===== config.mk =====
export PLATFORM = sky130hd
export DESIGN_NAME = lfsr_hashed_random_range_top
export DESIGN_NICKNAME = d
export VERILOG_FILES = /design/src/hdl/lhrr_pkg.sv /design/src/hdl/lfsr_hashed_random_range_top.sv
export VERILOG_INCLUDE_DIRS = /design/src /design/src/hdl
export SDC_FILE = /design/constraint.sdc
export NUM_CORES = 2
export LEC_CHECK = 0
export BUFFER_PORTS_ARGS = -buffer_cell sky130_fd_sc_hd__clkbuf_2
export CORE_MARGIN = 3
export CORE_UTILIZATION = 30
export DETAILED_ROUTE_END_ITERATION = 10
export GPL_TIMING_DRIVEN = 0
export PLACE_DENSITY = 0.42
export SYNTH_ARGS = -nofsm -noshare
export SYNTH_HDL_FRONTEND = slang
export SYNTH_SLANG_ARGS = --single-unit

===== constraint.sdc =====
create_clock -name i_clk -period 11.9 [get_ports i_clk]
set_clock_uncertainty 0.1 [all_clocks]
set_input_delay 1.19 -clock i_clk [delete_from_list [all_inputs] [get_ports i_clk]]
set_output_delay 1.19 -clock i_clk [all_outputs]
set_load 0.01 [all_outputs]

===== src/hdl/assert_macros.svh =====
// Assertion macros used by the RTL of the hashed LFSR random block.
// Depends on nothing; each macro takes the clock by name, and LHRR_ASSERT also the active-low reset.
`ifndef ASSERT_MACROS_SVH
`define ASSERT_MACROS_SVH

// Checked assertion, disabled while reset is asserted.
`define LHRR_ASSERT(lbl, clk, rst_n, prop) \
    lbl: assert property (@(posedge clk) disable iff (!(rst_n)) (prop)) \
        else $error("assertion failed in lfsr_hashed_random_range");

// Checked assertion that also holds during reset.
`define LHRR_ASSERT_ALWAYS(lbl, clk, prop) \
    lbl: assert property (@(posedge clk) (prop)) \
        else $error("assertion failed in lfsr_hashed_random_range");

`endif


===== src/hdl/lhrr_pkg.sv =====
// Package for the hashed LFSR random block: field widths, hash constants,
// state codes and the LFSR step and mix functions. Depends on nothing.
package lhrr_pkg;

    localparam int unsigned WordW  = 32;
    localparam int unsigned ValueW = 31;
    localparam int unsigned CntW   = 5;

    localparam logic [WordW-1:0]  LfsrTaps = 32'h4800_0000;
    localparam logic [WordW-1:0]  HashC1   = 32'd1376312589;
    localparam logic [WordW-1:0]  HashC2   = 32'd789221;
    localparam logic [WordW-1:0]  HashC3   = 32'd15731;
    localparam logic [WordW-1:0]  PreMul   = 32'd71;
    localparam logic [WordW-1:0]  SeedRst  = 32'd1;
    localparam logic [CntW-1:0]   DivLast  = CntW'(ValueW - 1);

    localparam logic [3:0] S_IDLE  = 4'd0;
    localparam logic [3:0] S_MUL71 = 4'd1;
    localparam logic [3:0] S_MIX1  = 4'd2;
    localparam logic [3:0] S_SQ    = 4'd3;
    localparam logic [3:0] S_C3    = 4'd4;
    localparam logic [3:0] S_C1    = 4'd5;
    localparam logic [3:0] S_ADD   = 4'd6;
    localparam logic [3:0] S_MIX2  = 4'd7;
    localparam logic [3:0] S_DIV   = 4'd8;
    localparam logic [3:0] S_FIN   = 4'd9;

    typedef logic [WordW-1:0] t_word;

    // Galois step: shift right, fold the taps in when the low bit falls out.
    function automatic t_word lfsr_step(input t_word w);
        t_word r;
        r = w >> 1;
        if (w[0]) begin
            r = r ^ LfsrTaps;
        end
        return r;
    endfunction

    // Shift-xor mix with an arithmetic shift by 21, all modulo 2^32.
    function automatic t_word mix(input t_word v);
        t_word sh;
        sh = t_word'($signed(v) >>> 21);
        return ((v << 13) ^ v) - sh;
    endfunction

endpackage


===== src/hdl/lfsr_hashed_random_range_top.sv =====
// Top level of the hashed LFSR random block: sequencer, shared multiply-add
// unit and restoring divider. Depends on lhrr_pkg and assert_macros.svh.
//
// Usage:
// The input channel carries one request per beat: i_operation selects the
// raw 31-bit Q0.31 fraction (0) or an integer below i_range (1). The output
// channel returns exactly one o_value beat per request. Both channels use
// valid and stall; the receiving side drives stall.
// The seed register is written through its own valid/ready port, which is
// always ready; write it only while no request is in progress.
// A request passes from acceptance to the output register through the
// states MUL71, MIX1, SQ, C3, C1, ADD and MIX2 (the shared 32x32
// multiply-add unit and mix logic) and, in integer mode, the 31 one-bit
// steps of the restoring divider. In integer mode a nonpositive range
// returns 0 through the FIN state without stepping the LFSR. One request
// is in flight at a time; o_in_stall is high while it is being worked
// on, so a new request is taken only once the sequencer is idle again.
// Reset sets the seed to 1 and clears the generator word, which is loaded
// from the seed on the next request that needs a number.
// When the receiver stalls, the finished result waits in the output
// register; the next request can still be taken, and its result waits in the
// sequencer until the output register is free.
`include "assert_macros.svh"

module lfsr_hashed_random_range_top (
    input  logic                        i_clk,
    input  logic                        i_rst_n,
    input  logic                        i_in_valid,
    output logic                        o_in_stall,
    input  logic                        i_operation,
    input  logic signed [31:0]          i_range,
    output logic                        o_out_valid,
    input  logic                        i_out_stall,
    output logic [lhrr_pkg::ValueW-1:0] o_value,
    input  logic                        i_cfg_valid,
    output logic                        o_cfg_ready,
    input  logic [lhrr_pkg::WordW-1:0]  i_cfg_seed
);

    logic [3:0]                  r_state, n_state;
    lhrr_pkg::t_word             r_seed;
    lhrr_pkg::t_word             r_lfsr;
    lhrr_pkg::t_word             r_acc, n_acc;
    lhrr_pkg::t_word             r_x;
    logic [lhrr_pkg::ValueW-1:0] r_rem;
    logic [lhrr_pkg::ValueW-1:0] r_rng;
    logic                        r_op;
    logic [lhrr_pkg::CntW-1:0]   r_cnt;
    logic                        r_out_valid;
    logic [lhrr_pkg::ValueW-1:0] r_value;

    logic            in_acc;
    logic            rng_bad;
    logic            out_free;
    lhrr_pkg::t_word w_load;
    lhrr_pkg::t_word w_step;
    lhrr_pkg::t_word w_mix;
    lhrr_pkg::t_word mul_a, mul_b, mul_c, mul_y;
    logic [lhrr_pkg::WordW-1:0]  div_trial;
    logic [lhrr_pkg::WordW-1:0]  div_diff;
    logic [lhrr_pkg::ValueW-1:0] div_rem;

    assign o_in_stall  = (r_state != lhrr_pkg::S_IDLE);
    assign in_acc      = i_in_valid && !o_in_stall;
    assign rng_bad     = i_operation && (i_range[31] || (i_range == 32'sd0));
    assign out_free    = !r_out_valid || !i_out_stall;
    assign o_out_valid = r_out_valid;
    assign o_value     = r_value;
    assign o_cfg_ready = 1'b1;

    assign w_load = (r_lfsr == '0) ? r_seed : r_lfsr;
    assign w_step = lhrr_pkg::lfsr_step(w_load);
    assign w_mix  = lhrr_pkg::mix(r_acc);

    // Shared multiply-add unit, low 32 bits.
    always_comb begin
        case (r_state)
            lhrr_pkg::S_MUL71: begin
                mul_a = r_acc; mul_b = lhrr_pkg::PreMul; mul_c = '0;
            end
            lhrr_pkg::S_SQ: begin
                mul_a = r_x; mul_b = r_x; mul_c = '0;
            end
            lhrr_pkg::S_C3: begin
                mul_a = r_acc; mul_b = lhrr_pkg::HashC3; mul_c = lhrr_pkg::HashC2;
            end
            lhrr_pkg::S_C1: begin
                mul_a = r_x; mul_b = r_acc; mul_c = lhrr_pkg::HashC1;
            end
            default: begin
                mul_a = '0; mul_b = '0; mul_c = '0;
            end
        endcase
        mul_y = lhrr_pkg::t_word'(mul_a * mul_b) + mul_c;
    end

    // One restoring division step; the remainder stays below the range.
    assign div_trial = {r_rem, r_acc[lhrr_pkg::ValueW-1]};
    assign div_diff  = div_trial - {1'b0, r_rng};
    assign div_rem   = div_diff[lhrr_pkg::WordW-1] ? div_trial[lhrr_pkg::ValueW-1:0]
                                                   : div_diff[lhrr_pkg::ValueW-1:0];

    always_comb begin
        n_state = r_state;
        n_acc   = r_acc;
        case (r_state)
            lhrr_pkg::S_IDLE: begin
                if (in_acc) begin
                    if (rng_bad) begin
                        n_acc   = '0;
                        n_state = lhrr_pkg::S_FIN;
                    end else begin
                        n_acc   = w_step;
                        n_state = lhrr_pkg::S_MUL71;
                    end
                end
            end
            lhrr_pkg::S_MUL71: begin
                n_acc   = mul_y;
                n_state = lhrr_pkg::S_MIX1;
            end
            lhrr_pkg::S_MIX1: begin
                n_state = lhrr_pkg::S_SQ;
            end
            lhrr_pkg::S_SQ: begin
                n_acc   = mul_y;
                n_state = lhrr_pkg::S_C3;
            end
            lhrr_pkg::S_C3: begin
                n_acc   = mul_y;
                n_state = lhrr_pkg::S_C1;
            end
            lhrr_pkg::S_C1: begin
                n_acc   = mul_y;
                n_state = lhrr_pkg::S_ADD;
            end
            lhrr_pkg::S_ADD: begin
                n_acc   = {1'b0, r_acc[lhrr_pkg::ValueW-1:0]} + r_x;
                n_state = lhrr_pkg::S_MIX2;
            end
            lhrr_pkg::S_MIX2: begin
                n_acc   = {1'b0, w_mix[lhrr_pkg::ValueW-1:0]};
                n_state = r_op ? lhrr_pkg::S_DIV : lhrr_pkg::S_FIN;
            end
            lhrr_pkg::S_DIV: begin
                if (r_cnt == lhrr_pkg::DivLast) begin
                    n_acc   = {1'b0, div_rem};
                    n_state = lhrr_pkg::S_FIN;
                end else begin
                    n_acc = r_acc << 1;
                end
            end
            lhrr_pkg::S_FIN: begin
                if (out_free) begin
                    n_state = lhrr_pkg::S_IDLE;
                end
            end
            default: begin
                n_state = lhrr_pkg::S_IDLE;
            end
        endcase
    end

    always_ff @(posedge i_clk) begin
        if (!i_rst_n) begin
            r_state     <= lhrr_pkg::S_IDLE;
            r_seed      <= lhrr_pkg::SeedRst;
            r_lfsr      <= '0;
            r_out_valid <= 1'b0;
            r_cnt       <= '0;
        end else begin
            r_state <= n_state;
            if (i_cfg_valid && o_cfg_ready) begin
                r_seed <= i_cfg_seed;
            end
            if (in_acc && !rng_bad) begin
                r_lfsr <= w_step;
            end
            if (r_state == lhrr_pkg::S_DIV) begin
                r_cnt <= r_cnt + 1'b1;
            end else begin
                r_cnt <= '0;
            end
            if (r_state == lhrr_pkg::S_FIN && out_free) begin
                r_out_valid <= 1'b1;
            end else if (!i_out_stall) begin
                r_out_valid <= 1'b0;
            end
        end
    end

    always_ff @(posedge i_clk) begin
        r_acc <= n_acc;
        if (in_acc) begin
            r_op  <= i_operation;
            r_rng <= i_range[lhrr_pkg::ValueW-1:0];
        end
        if (r_state == lhrr_pkg::S_MIX1) begin
            r_x <= w_mix;
        end
        if (r_state == lhrr_pkg::S_MIX2) begin
            r_rem <= '0;
        end else if (r_state == lhrr_pkg::S_DIV) begin
            r_rem <= div_rem;
        end
        if (r_state == lhrr_pkg::S_FIN && out_free) begin
            r_value <= r_acc[lhrr_pkg::ValueW-1:0];
        end
    end

    `LHRR_ASSERT(a_int_below_range, i_clk, i_rst_n,
        (r_state == lhrr_pkg::S_FIN && out_free && r_op && r_rng != '0)
            |=> (o_value < $past(r_rng)))
    `LHRR_ASSERT(a_lfsr_nonzero, i_clk, i_rst_n,
        (in_acc && !rng_bad && w_load != '0 && !w_load[lhrr_pkg::WordW-1]) |=> (r_lfsr != '0))
    `LHRR_ASSERT(a_div_count, i_clk, i_rst_n,
        (r_state == lhrr_pkg::S_DIV) |-> (r_cnt <= lhrr_pkg::DivLast))
    `LHRR_ASSERT(a_fin_holds, i_clk, i_rst_n,
        (r_state == lhrr_pkg::S_FIN && !out_free) |=> (r_state == lhrr_pkg::S_FIN && $stable(r_acc)))

endmodule


==> impl.org <==
** Status
- Status :: finished, violations left
- The checks that failed: slew limit.

** Synth
- Synthesis instantiated 85 different standard cells from the library.
- Cell type contributing the most total cell area after synthesis :: fa_1
- Counting every net in the synthesized netlist gives 4160.
- Ranked by total cell area, the synthesized netlist is headed by fa_1 28%, edfxtp_1 12%, ha_1 9.3%.
- Summed over its instances, the top area cell type makes up between 20% and 30% of the synthesized netlist area.
- Synthesized netlist cell count :: between 3000 and 4000
- Averaged over all synthesized cells, the footprint is 9.08 sq um.
- The share of the Yosys chip area taken by registers is 18.9%.
- Synthesized flop and latch total :: approximately 230
- The synthesized netlist occupies a cell area of between 30000 and 40000 sq um.
- Post-synth top flop :: edfxtp_1
- Synth Warn # :: 0
- For this run, asynchronously set or reset flops after synthesis account for 0%.
- Number of enable flip-flop cells after synthesis :: ~130

** Power
- Switching part of the total :: a little under three fifths
- Across the VDD grid, the largest voltage drop is 0.128 mV.
- Lkg Pwr :: roughly 16 nW
- Per report_power, the clock group accounts for between 10% and 20% of the total.
- Summed over all nets, the switching power comes to 0.00432 W.
- Cell internal power was estimated by the tool at ~0.0034 W.
- Proportion of power drawn by flip-flops and latches :: slightly above 20%
- Per report_power, the combinational group accounts for 68.9% of the total.
- Power Density :: roughly 230 nW/um^2

** Timing
- For the pin with the worst max-slew slack, the measured transition is 1.51 ns.
- Total count of hold-check failures in the final report :: 0
- Timing would allow up to approximately 0.088 GHz.
- Of the available clock period, the critical path in the final layout requires a little over nine tenths.
- Worst slew margin :: -0.588%
- Worst hold slack across all endpoints :: 0.374 ns
- The smallest clock period supported by the final layout is computed as about 11 ns.
- Fin. max-slew vios :: 8
- For the final routed database, the setup TNS stands at 0 ns.
- Setup violators final :: 0
- Setup repair after global routing missed its margin :: false
- After layout, the worst setup slack is between 0.5 and 0.6 ns.

** Drt
- Remaining routing DRC violations :: 0
- In this run the remaining antenna-violating nets after routing total 0.
- Number of search-and-repair iterations in the first detailed-routing pass :: 6
- The final layout contains routed wiring with a total length of between 100000 and 150000 um.
- The detailed router finished its first iteration with about 2300 violations.
- Dividing the detail-routed via count by the number of cells gives around 5.2.
- Detailed-route wire length per cell :: about 26 um
- Detailed routing inserted a total of 25900 vias.

** Critical path
- Number of buffer and inverter stages on the critical path :: 9
- Along the worst path, the maximum fanout reaches 12.
- Critical path endpoint category :: flop
- Setup crit start kind :: flop
- Critical setup path kind :: reg -> reg
- The kind of cell with the highest combined delay along the critical path is adder cells.
- Required time of the critical path :: ~12 ns
- Critical Path Max Stage Delay :: roughly 0.8 ns
- Among the stages of the critical path, the cell type that occurs most often is fa_1.
- Cell with the largest stage delay on the worst path :: buf_1
- Data arrives at the worst endpoint at approximately 12 ns.

** Finish
- The finished cells cover around 34000 sq um.
- Nets@finish :: roughly 4300
- Fin cells :: approximately 5000
- Layout cell share with drive strength beyond 1 :: ~7%
- Relative to the synthesized area, the layout overhead comes to 10.6%.

** Global route
- After global routing the overflow that remains totals 0.
- Wire length of the first global-routing pass :: around 190000 um
- The initial antenna violation count came to 3.
- Entering global routing, the biggest net connects 33 pins.
- Global routing used 24.1% of the available tracks across all layers.
- Via count of the first global-routing pass :: ~26000

** Clock tree
- For this design, the CTS-stage hold fixing added 0 buffers.
- Counting along the longest clock path gives a buffer depth of 3.
- After clock tree synthesis, the clock-pin slew on the worst setup and hold paths is ~0.07 ns.
- In this run the number of H-tree levels came out at 1.
- Clock tree synthesis found a total of about 230 sinks.
- TritonCTS built the clock tree.
- The later pin in the worst-skew pair is clocked with a latency of ~0.60 ns.
- Number of CTS-inserted buffers :: 27
- The root buffer cell chosen for the clock tree is clkbuf_16.

** Placement
- Inst Count DP :: between 4000 and 5000
- Routability-driven placement finished with a final weighted congestion of 0.949.
- In this run the tool buffered the top-level ports with ~100 buffer cells.
- Detailed placement ended at an HPWL of roughly 110000 um.
- Post-placement cell area :: around 34000 sq um
- Setup slack at placement :: 0.238 ns

** Die
- Initial core utilization :: approximately 30%
- Floorplan die area :: 108000 sq um
- The core region is approximately 100000 sq um.
- The floorplan step set the die width to around 330 um.
- Row Count :: 117
- Measured along the y axis, the die boundary spans between 300 and 400 um.
- During I/O placement, the number of pins put on the boundary was about 100.

** Hold path
- Type of the most critical hold path :: reg -> reg

** Run
- Across the run, the number of max-cap violations was 0.
[area by class of cell]
cell class | instances | area (sq um)
antenna | 1 | 2.50
buffer | 152 | 666
clock buffer | 36 | 761
clock inverter | 14 | 103
fill | 10900 | 67900
inverter | 521 | 1960
multi-input combinational | 2526 | 22700
sequential | 231 | 5900
tap | 1368 | 1710
timing repair buffer | 114 | 657
[synth_stat cells (78+ instances only)]
cell type and number:
fa_1 428, xnor2_1 117, o21ai_0 89, inv_1 521
edfxtp_1 127, a21oi_1 140, clkbuf_1 111, dfxtp_1 104
ha_1 232, a21o_1 78, nor2_1 452, nand2_1 260
[stage by stage]
step	util [%]	power (W)
after CTS	33.6	0.00768
final	33.6	0.00775
after global placement	32.6	0.00681
after global routing	33.6	0.00821
after detailed placement	32.8	0.00678
after floorplan	-	0.00472
[final timing paths]
kind | startpoint | to | slack (ns) | depth (start not counted)
worst min-delay path | r_cnt[0]$_SDFF_PN0_ | r_cnt[0]$_SDFF_PN0_ | 0.37 | 1
worst max-delay path | r_state[1]$_SDFFE_PN0P_ | r_acc[29]$_DFFE_PP_ | 0.53 | 33
worst min register to register | r_cnt[0]$_SDFF_PN0_ | r_cnt[0]$_SDFF_PN0_ | 0.37 | 1
worst max register to register | r_state[1]$_SDFFE_PN0P_ | r_acc[29]$_DFFE_PP_ | 0.53 | 33
[cell families after synthesis]
kind of cell,count (synthesis),share of synthesized area (%)
AO/OA/AOI/OAI,649,14.7
XOR/XNOR,186,5.28
adder cells (fa/ha/maj),660,36.8
buffers and inverters,673,8.42
flip-flops,231,18.9
multiplexers,63,2.03
other,1,0.0120
AND/OR/NAND/NOR,967,13.7
[timing repair]
item | 4_1_cts | 5_1_grt
buffers inserted | 0 | 0
gates resized for setup | 0 | 1
endpoints found under the setup margin | 0 | 2
[power by group through the flow]
stage | registers, W | logic [W] | clock network, W
2_1_floorplan | 0.00134 | 0.00338 | 0
3_3_place_gp | 0.00159 | 0.00522 | 0
3_5_place_dp | 0.00157 | 0.00521 | 0
4_1_cts | 0.00156 | 0.00525 | 0.000869
5_1_grt | 0.00157 | 0.00575 | 0.000893
6_report | 0.00157 | 0.00534 | 0.000843
[placed cells by master, fill, tap and decap left out, types with 104 or more instances in the layout]
cell | synthesis | final
edfxtp_1 | 127 | 127
xnor2_1 | 117 | 117
clkbuf_1 | 111 | 116
a21oi_1 | 140 | 139
ha_1 | 232 | 232
nor2_1 | 452 | 451
inv_1 | 521 | 521
fa_1 | 428 | 428
nand2_1 | 260 | 260
dfxtp_1 | 104 | 104
[registers in the layout, summed over array words and instances, names as in the netlist]
signal,flops
r_acc,32
r_seed,32
r_x,32
o_value,31
r_lfsr,31
r_rem,31
r_rng,31
r_cnt,5
r_state,4
o_out_valid,1
r_op,1
[layer usage]
layer / vias to the layer above / track usage [%] / share of wire, %
li1: 11600 / - / -
met1: 13100 / 33.8 / 45
met2: 966 / 38.1 / 45
met3: 178 / 3.69 / 6.9
met4: 2 / 7.72 / 3.7
met5: - / 0 / 0.0099
[worst reg2reg max path: cells and delay by family (launching register included)]
family / cells / cell delay, ns
adders and majority gates: 9 / 4.18
buffers and inverters: 9 / 2.21
AOI/OAI and AO/OA: 9 / 2.93
xor gates and xnor gates: 1 / 0.20
DFF: 1 / 0.30
and+or+nand+nor: 5 / 1.22
Power figures use the tool's default switching activity.
